## src/sv/declcg_pkg.sv

```systemverilog
// Shared constants, command codes, datapath operation codes and helpers for the decimal LCG.
package declcg_pkg;

  localparam int unsigned CMD_W   = 2;
  localparam int unsigned SEED_W  = 32;
  localparam int unsigned RANGE_W = 16;
  localparam int unsigned QUOT_W  = 19;  // quotient of a 32-bit value by 10000
  localparam int unsigned DIGIT_W = 14;  // one base-10000 digit
  localparam int unsigned WORK_W  = 30;  // mix sum, pre-wrap seed and scaled draw

  localparam int unsigned TEN_K      = 10000;
  localparam int unsigned DEC_MOD    = 100000000;
  localparam int unsigned MULT_HI    = 3141;  // upper base-10000 digit of 31415821
  localparam int unsigned MULT_LO    = 5821;  // lower base-10000 digit of 31415821
  localparam int unsigned BYTE_RANGE = 256;

  // x / 10000 == (x * ceil(2^45 / 10000)) >> 45, exact for every 32-bit x.
  localparam logic [63:0] QUOT_MAGIC = 64'd3518437209;
  localparam int unsigned QUOT_SHIFT = 45;

  typedef enum logic [CMD_W-1:0] {
    CMD_LOAD   = 2'd0,
    CMD_RANGED = 2'd1,
    CMD_WORD   = 2'd2
  } cmd_t;

  typedef enum logic [3:0] {
    OP_NOP        = 4'd0,
    OP_ACCEPT     = 4'd1,
    OP_Q_SEED     = 4'd2,
    OP_R_SEED     = 4'd3,
    OP_Q_A        = 4'd4,
    OP_R_A        = 4'd5,
    OP_MIX        = 4'd6,
    OP_Q_W        = 4'd7,
    OP_R_W        = 4'd8,
    OP_SUM        = 4'd9,
    OP_WRAP       = 4'd10,
    OP_PROD       = 4'd11,
    OP_PACK       = 4'd12,
    OP_OUT_RANGED = 4'd13,
    OP_OUT_WORD   = 4'd14
  } dp_op_t;

  function automatic logic [QUOT_W-1:0] quot_10k(input logic [SEED_W-1:0] x);
    logic [63:0] p;
    p = 64'(x) * QUOT_MAGIC;
    return p[QUOT_SHIFT +: QUOT_W];
  endfunction

endpackage

```

## src/sv/decimal_lcg_random_words_core.sv

```systemverilog
// Top level of the decimal linear congruential random word generator.
//
// This block holds one seed and steps it as seed = (seed * 31415821 + 1) mod 100000000,
// with the product formed exactly from the whole 32-bit unsigned seed. Each input transfer
// carries a command in in_tuser: load (the seed takes seed_value, no result), ranged draw
// (one step, result floor(floor(seed / 10000) * range / 10000)), or word draw (four ranged
// draws with range 256 packed into 32 bits, first draw in the highest byte). Command code 3
// is accepted and ignored. One item is worked at a time; in_tready is high only while the
// controller is idle. Each draw runs the seed update through S_QS, S_RS, S_QA, S_RA, S_MIX,
// S_QW, S_RW, S_SUM and S_WRAP, then scales the draw and hands it on through S_HI, S_PROD,
// S_DRAW and S_OUT, in turn, because a single divide-by-10000 step (a reciprocal multiply
// followed by a remainder multiply) is shared by the seed update and the scaling of the
// draw. A word draw moves the packed word out from S_OUT once its last byte is packed. The
// result sits in an output register, so the next item is taken while an earlier result
// still waits for its output transfer; a draw that finishes while that register is still
// full waits in its last state until the register frees up.
module decimal_lcg_random_words_core import declcg_pkg::*; (
  input  logic        clk,
  input  logic        rst_n,
  input  logic        in_tvalid,
  output logic        in_tready,
  input  logic [47:0] in_tdata,   // [31:0] seed_value, [47:32] range
  input  logic [1:0]  in_tuser,   // [1:0] cmd
  output logic        out_tvalid,
  input  logic        out_tready,
  output logic [31:0] out_tdata   // [31:0] value
);

  dp_op_t op;

  // The controller sequences the steps; the datapath holds the seed and does the arithmetic.
  declcg_ctrl u_ctrl (
    .clk       (clk),
    .rst_n     (rst_n),
    .in_valid  (in_tvalid),
    .in_ready  (in_tready),
    .cmd       (in_tuser),
    .out_valid (out_tvalid),
    .out_ready (out_tready),
    .op        (op)
  );

  declcg_dp u_dp (
    .clk        (clk),
    .rst_n      (rst_n),
    .op         (op),
    .cmd        (in_tuser),
    .seed_value (in_tdata[31:0]),
    .range      (in_tdata[47:32]),
    .value      (out_tdata)
  );

endmodule

```

## src/sv/declcg_dp.sv

```systemverilog
// Datapath of the decimal LCG: seed, digit registers, divide-by-10000 step and output word.
module declcg_dp import declcg_pkg::*; (
  input  logic               clk,
  input  logic               rst_n,
  input  dp_op_t             op,
  input  logic [CMD_W-1:0]   cmd,
  input  logic [SEED_W-1:0]  seed_value,
  input  logic [RANGE_W-1:0] range,
  output logic [SEED_W-1:0]  value
);

  logic [SEED_W-1:0]  seed_r, seed_nxt;
  logic [QUOT_W-1:0]  q_r, q_nxt;
  logic [QUOT_W-1:0]  a_r, a_nxt;
  logic [DIGIT_W-1:0] b_r, b_nxt;
  logic [WORK_W-1:0]  w_r, w_nxt;
  logic [RANGE_W-1:0] range_r, range_nxt;
  logic [SEED_W-1:0]  word_r, word_nxt;
  logic [SEED_W-1:0]  value_r, value_nxt;
  logic [SEED_W-1:0]  qk;

  // Quotient times 10000, subtracted from the dividend to give the remainder.
  assign qk = 32'(q_r) * 32'(TEN_K);

  always_comb begin
    seed_nxt  = seed_r;
    q_nxt     = q_r;
    a_nxt     = a_r;
    b_nxt     = b_r;
    w_nxt     = w_r;
    range_nxt = range_r;
    word_nxt  = word_r;
    value_nxt = value_r;
    case (op)
      OP_ACCEPT: begin
        if (cmd_t'(cmd) == CMD_LOAD) seed_nxt = seed_value;
        range_nxt = (cmd_t'(cmd) == CMD_WORD) ? RANGE_W'(BYTE_RANGE) : range;
      end
      OP_Q_SEED: q_nxt = quot_10k(seed_r);
      OP_R_SEED: begin
        b_nxt = DIGIT_W'(seed_r - qk);
        a_nxt = q_r;
      end
      OP_Q_A: q_nxt = quot_10k(32'(a_r));
      OP_R_A: a_nxt = QUOT_W'(32'(a_r) - qk);
      OP_MIX: w_nxt = WORK_W'(30'(a_r[DIGIT_W-1:0]) * 30'(MULT_LO)
                              + 30'(b_r) * 30'(MULT_HI));
      OP_Q_W: q_nxt = quot_10k(32'(w_r));
      OP_R_W: w_nxt = WORK_W'(32'(w_r) - qk);
      OP_SUM: w_nxt = WORK_W'(30'(b_r) * 30'(MULT_LO)
                              + 30'(w_r[DIGIT_W-1:0]) * 30'(TEN_K) + 30'd1);
      OP_WRAP: begin
        if (32'(w_r) >= 32'(DEC_MOD)) seed_nxt = 32'(w_r) - 32'(DEC_MOD);
        else seed_nxt = 32'(w_r);
      end
      OP_PROD: w_nxt = WORK_W'(30'(q_r[DIGIT_W-1:0]) * 30'(range_r));
      OP_PACK: word_nxt = {word_r[SEED_W-9:0], q_r[7:0]};
      OP_OUT_RANGED: value_nxt = 32'(q_r);
      OP_OUT_WORD: value_nxt = word_r;
      default: ;
    endcase
  end

  always_ff @(posedge clk) begin
    if (!rst_n) begin
      seed_r <= '0;
    end else begin
      seed_r <= seed_nxt;
    end
  end

  always_ff @(posedge clk) begin
    q_r     <= q_nxt;
    a_r     <= a_nxt;
    b_r     <= b_nxt;
    w_r     <= w_nxt;
    range_r <= range_nxt;
    word_r  <= word_nxt;
    value_r <= value_nxt;
  end

  assign value = value_r;

endmodule

```

## src/sv/declcg_ctrl.sv

```systemverilog
// Controller of the decimal LCG: sequences the datapath and runs both stream handshakes.
module declcg_ctrl import declcg_pkg::*; (
  input  logic             clk,
  input  logic             rst_n,
  input  logic             in_valid,
  output logic             in_ready,
  input  logic [CMD_W-1:0] cmd,
  output logic             out_valid,
  input  logic             out_ready,
  output dp_op_t           op
);

  typedef enum logic [13:0] {
    S_IDLE = 14'b00000000000001,
    S_QS   = 14'b00000000000010,
    S_RS   = 14'b00000000000100,
    S_QA   = 14'b00000000001000,
    S_RA   = 14'b00000000010000,
    S_MIX  = 14'b00000000100000,
    S_QW   = 14'b00000001000000,
    S_RW   = 14'b00000010000000,
    S_SUM  = 14'b00000100000000,
    S_WRAP = 14'b00001000000000,
    S_HI   = 14'b00010000000000,
    S_PROD = 14'b00100000000000,
    S_DRAW = 14'b01000000000000,
    S_OUT  = 14'b10000000000000
  } state_t;

  state_t     state_r, state_nxt;
  logic [1:0] cnt_r, cnt_nxt;
  logic       is_word_r, is_word_nxt;
  logic       out_valid_r, out_valid_nxt;
  // Marks that the word marker was cleared after the last byte was packed.
  logic       word_done_r, word_done_nxt;

  assign in_ready  = (state_r == S_IDLE);
  assign out_valid = out_valid_r;

  always_comb begin
    state_nxt     = state_r;
    cnt_nxt       = cnt_r;
    is_word_nxt   = is_word_r;
    out_valid_nxt = out_valid_r && !out_ready;
    op            = OP_NOP;
    case (state_r)
      S_IDLE: begin
        if (in_valid) begin
          op          = OP_ACCEPT;
          cnt_nxt     = 2'd0;
          is_word_nxt = (cmd_t'(cmd) == CMD_WORD);
          if (cmd_t'(cmd) inside {CMD_RANGED, CMD_WORD}) state_nxt = S_QS;
        end
      end
      S_QS: begin
        op        = OP_Q_SEED;
        state_nxt = S_RS;
      end
      S_RS: begin
        op        = OP_R_SEED;
        state_nxt = S_QA;
      end
      S_QA: begin
        op        = OP_Q_A;
        state_nxt = S_RA;
      end
      S_RA: begin
        op        = OP_R_A;
        state_nxt = S_MIX;
      end
      S_MIX: begin
        op        = OP_MIX;
        state_nxt = S_QW;
      end
      S_QW: begin
        op        = OP_Q_W;
        state_nxt = S_RW;
      end
      S_RW: begin
        op        = OP_R_W;
        state_nxt = S_SUM;
      end
      S_SUM: begin
        op        = OP_SUM;
        state_nxt = S_WRAP;
      end
      S_WRAP: begin
        op        = OP_WRAP;
        state_nxt = S_HI;
      end
      S_HI: begin
        op        = OP_Q_SEED;
        state_nxt = S_PROD;
      end
      S_PROD: begin
        op        = OP_PROD;
        state_nxt = S_DRAW;
      end
      S_DRAW: begin
        op        = OP_Q_W;
        state_nxt = S_OUT;
      end
      S_OUT: begin
        if (is_word_r && cnt_r != 2'd3) begin
          // Shift this byte in and start the next draw of the word.
          op        = OP_PACK;
          cnt_nxt   = cnt_r + 2'd1;
          state_nxt = S_QS;
        end else if (is_word_r && cnt_r == 2'd3) begin
          op        = OP_PACK;
          cnt_nxt   = 2'd0;
          is_word_nxt = 1'b0;
          state_nxt = S_OUT;
          // The packed word goes out from this state once the output register is free,
          // flagged by the cleared word marker and the set word_done flag.
        end else if (!out_valid_r || out_ready) begin
          op            = (cnt_r == 2'd0 && !is_word_r && !word_done_r) ? OP_OUT_RANGED
                                                                         : OP_OUT_WORD;
          out_valid_nxt = 1'b1;
          state_nxt     = S_IDLE;
        end
      end
      default: state_nxt = S_IDLE;
    endcase
  end

  always_comb begin
    word_done_nxt = word_done_r;
    if (state_r == S_IDLE) word_done_nxt = 1'b0;
    if (state_r == S_OUT && is_word_r && cnt_r == 2'd3) word_done_nxt = 1'b1;
  end

  always_ff @(posedge clk) begin
    if (!rst_n) begin
      state_r     <= S_IDLE;
      cnt_r       <= 2'd0;
      is_word_r   <= 1'b0;
      out_valid_r <= 1'b0;
      word_done_r <= 1'b0;
    end else begin
      state_r     <= state_nxt;
      cnt_r       <= cnt_nxt;
      is_word_r   <= is_word_nxt;
      out_valid_r <= out_valid_nxt;
      word_done_r <= word_done_nxt;
    end
  end

endmodule

```

## config.mk

```make
export PLATFORM = sky130hd
export DESIGN_NAME = decimal_lcg_random_words_core
export DESIGN_NICKNAME = d
export VERILOG_FILES = /design/src/sv/declcg_pkg.sv /design/src/sv/decimal_lcg_random_words_core.sv /design/src/sv/declcg_dp.sv /design/src/sv/declcg_ctrl.sv
export SDC_FILE = /design/constraint.sdc
export NUM_CORES = 2
export LEC_CHECK = 0
export BUFFER_PORTS_ARGS = -buffer_cell sky130_fd_sc_hd__buf_2
export CAP_MARGIN = 20
export CORE_ASPECT_RATIO = 1.4
export CORE_MARGIN = 5
export CORE_UTILIZATION = 50
export CTS_CLUSTER_DIAMETER = 50
export DETAILED_ROUTE_END_ITERATION = 6
export HOLD_SLACK_MARGIN = 0.03
export PLACE_DENSITY = 0.65
export SLEW_MARGIN = 40
export SYNTH_ARGS = -nofsm -noshare
export SYNTH_HDL_FRONTEND = slang
export SYNTH_SLANG_ARGS = --single-unit
```

## constraint.sdc

```tcl
create_clock -name clk -period 21.7 [get_ports clk]
set_input_delay 2.17 -clock clk [delete_from_list [all_inputs] [get_ports clk]]
set_output_delay 2.17 -clock clk [all_outputs]
set_load 0.005 [all_outputs]
```

==> summary.md <==
| Metric | Value |
|---|---|
| Synth warn | `0` |
| Hold crit path type | `reg -> reg` |
| Dpl cell area | `just over 80000 sq um` |
| # rows | `171` |
| Largest net degree at the start of global routing | `between 40 and 50` |
| Dpl hpwl | `roughly 240 mm` |
| Layout filler cell count | `~14000` |
| Rel. slew slack | `0.382` |
| Post-synth top cells | `inv_1 (2434), fa_1 (1575), ha_1 (1450)` |
| Setup total negative slack | `0 ns` |
| CTS Sinks | `between 200 and 250` |
| Layout cells sized above 1 | `0.0392` |
| Most frequent cell after synthesis | `inv_1` |
| Total GRT Usage | `0.336` |
| Layout Skew | `between 0.07 and 0.08 ns` |
| Mapped Cells | `7774` |
| Post-Route Utilization | `0.532` |
| Gate power share | `0.829` |
| Die Y | `476 um` |
| Number of port buffers | `between 80 and 90` |
| EDFF count, synth | `between 150 and 200` |
| Post CTS Setup Buffer Count | `0` |
| Syn Area/Cell | `9.98 sq um` |
| CTS tree | `built` |
| Crit path capture type | `flip-flop` |
| DIE AREA | `163000 sq um` |
| Setup violators final | `0` |
| Clock Tree Buf Depth | `3` |
| Asr flop ratio synth | `0` |
| Net switching power | `approximately 0.0039 W` |
| Slowest CP cell | `dfxtp_1` |
| Top FF cell, synth | `edfxtp_1` |
| Share of the synthesized area in the top cell type | `0.406` |
| Max Cap Viol | `0` |
| Wire length of the first global-routing pass | `397 mm` |
| Post-route cell area | `between 80000 and 90000 sq um` |
| Synth cell types | `104` |
| Post-route DRC | `1` |
| Max-slew violations | `0` |
| Mapped cell area | `between 70000 and 80000 sq um` |
| Sequential share of the synthesized area | `0.0759` |
| Hold Fails Final Rpt | `0` |
| Pleak | `about 44 nW` |
| Latest clock arrival within the worst-skew pair | `0.65 ns` |
| Failing checks | `DRC` |
| Delay-heaviest family, CP | `adder cells` |
| GPL Wtd Cong | `1.05` |
| WS Path Type | `reg -> reg` |
| Drt via density | `approximately 5.5` |
| Switching share of power | `0.568` |
| Synth area leaders | `fa_1 (41%), ha_1 (23%), inv_1 (12%)` |
| Vias | `between 50000 and 60000` |
| Root Driver | `clkbuf_16` |
| Cts hold-fix bufs | `0` |
| Period Utilization, post-route | `0.423` |
| Final nets | `between 10000 and 15000` |
| I/O Pins | `88` |
| Clock power frac | `0.096` |
| Syn_nets | `approximately 11000` |
| Number of gates resized after CTS | `0` |
| Yosys reg bits | `roughly 210` |
| Status | `finished with violations` |
| Vias in the first global route | `~61000` |
| Clock-pin transition on the worst setup and hold timing paths | `roughly 0.060 ns` |
| Total Routed Length | `270 mm` |
| 1st-iter DRT viols | `3319` |
| Minimum clock period | `~9.2 ns` |
| Flop pwr share | `0.075` |
| Routed wire per std cell | `27.0 um` |
| Total buffers and inverters traversed by the critical path | `6` |
| Antenna violations before repair | `11` |
| Die Span X | `~340 um` |
| Slew @ Worst Pin | `between 0.9 and 1 ns` |
| Fmax | `roughly 0.11 GHz` |
| Total gr overflow | `0` |
| Internal power | `~0.003 W` |
| Post-DRT Antenna Nets | `0` |
| Synth area leader | `fa_1` |
| Num CTS Buffers | `40` |
| Layout area overhead | `6.03%` |
| Max FO, Critical Path | `9` |
| CTS H-Tree Depth | `2` |
| RSZ-0062 raised after global routing | `false` |
| Pre-antenna DRT Iters | `7` |
| CORE AREA | `155000 sq um` |
| Max IR drop VDD | `a little under 0.0005 V` |
| Initial Utilization | `0.502` |
| Most frequent CP cell | `inv_1` |
| PwrDens | `83.6 nW/um^2` |
| Critical Path Start Type | `flip-flop` |
| Critical path data arrival time | `9.52 ns` |
| Worst Path Required | `between 20 and 25 ns` |
| Worst path max stage delay | `~0.84 ns` |
per-layer routing:
layer  part of all wire  vias to the layer above  routed length [um]  track usage
met4               0.12                        4               31200        0.287
met2               0.50                     1879              136000        0.593
li1                   -                    24324                   -            -
met1               0.33                    28108               90100        0.354
met3              0.047                      827               12600       0.0399
met5            0.00011                        -                  30            0
cells in the final DEF (no fill, tap or decap), types with 32 or more instances in the layout:
master     count
a21o_1       119
a21oi_1      206
and2_1       118
buf_2         87
buf_4         76
clkbuf_16     40
dfxtp_1       44
edfxtp_1     162
fa_1        1575
ha_1        1449
inv_1       2434
nand2_1      337
nand2b_1      34
nand3_1       56
nand4_1       35
nor2_1       143
nor2b_1       43
nor3_1        50
o211ai_1      32
o21ai_0      146
o21bai_1      33
xnor2_1      139
xor2_1        85
final timing paths:
check                               startpoint                         to  slack, ns  depth (start not counted)
setup / recovery  u_dp.seed_r[30]$_SDFFE_PN0P_     u_dp.q_r[15]$_DFFE_PP_      12.52                         25
hold / removal       u_dp.word_r[19]$_DFFE_PN_  u_dp.word_r[27]$_DFFE_PN_       0.44                          0
setup reg to reg  u_dp.seed_r[30]$_SDFFE_PN0P_     u_dp.q_r[15]$_DFFE_PP_      12.52                         25
hold reg to reg      u_dp.word_r[19]$_DFFE_PN_  u_dp.word_r[27]$_DFFE_PN_       0.44                          0
worst register-to-register path, delay by kind of cell (launching register included):
family / cells / cell delay, ns
AOI/OAI and AO/OA: 4 / 1.14
adders and majority gates: 9 / 3.93
DFF: 1 / 0.84
and+or+nand+nor: 5 / 1.97
xor gates and xnor gates: 1 / 0.33
buffers and inverters: 6 / 0.67
power groups by stage:
stage	Sequential (W)	Clock (W)	Combinational (W)
after floorplan	0.000497	0	0.00376
after global placement	0.000525	0	0.00556
after detailed placement	0.000525	0	0.00564
after CTS	0.000517	0.000668	0.00570
after global routing	0.000520	0.000685	0.00622
final	0.000518	0.000659	0.00570
cell type report:
| class | count | area (sq um) | share of cell area |
|---|---|---|---|
| clock buffers | 43 | 1020 | 0.0124 |
| well taps | 2076 | 2600 | 0.0316 |
| inverters | 2434 | 9140 | 0.111 |
| clock inverters | 31 | 347 | 0.00421 |
| flip-flops and latches | 213 | 5890 | 0.0716 |
| multi-input cells | 5037 | 62200 | 0.756 |
| diodes | 4 | 10.0 | 0.000122 |
| repair buffers | 166 | 1040 | 0.0126 |
cells by family (layout without fill, tap and decap cells):
| kind of cell | Yosys count | count (layout) | synth area share |
|---|---|---|---|
| buffers and inverters | 2524 | 2674 | 0.123 |
| DFF | 213 | 213 | 0.0759 |
| AOI/OAI and AO/OA | 827 | 827 | 0.0727 |
| and+or+nand+nor | 951 | 951 | 0.0617 |
| other | 0 | 4 | 0 |
| muxes | 10 | 10 | 0.00137 |
| xor gates and xnor gates | 224 | 224 | 0.0253 |
| adders and majority gates | 3025 | 3025 | 0.640 |
state kept, by name, indices dropped and copies added, names as in the netlist, 14 cells and up:
signal,flops
u_ctrl.state_r,14
u_dp.a_r,19
u_dp.b_r,14
u_dp.q_r,19
u_dp.range_r,16
u_dp.seed_r,32
u_dp.value,32
u_dp.w_r,30
u_dp.word_r,32
per-stage QoR:
| stage | setup slack [ns] | power [W] | instances | hold WS [ns] |
|---|---|---|---|---|
| 2_1_floorplan | 14.18 | 0.00426 | 7774 | 0.417 |
| 3_3_place_gp | 12.55 | 0.00609 | 9922 | 0.424 |
| 3_5_place_dp | 12.73 | 0.00617 | 9925 | 0.428 |
| 4_1_cts | 12.68 | 0.00689 | 9999 | 0.444 |
| 5_1_grt | 12.13 | 0.00743 | 10000 | 0.451 |
| 6_report | 12.52 | 0.00688 | 10004 | 0.443 |
(Power assumes the default switching activity.)
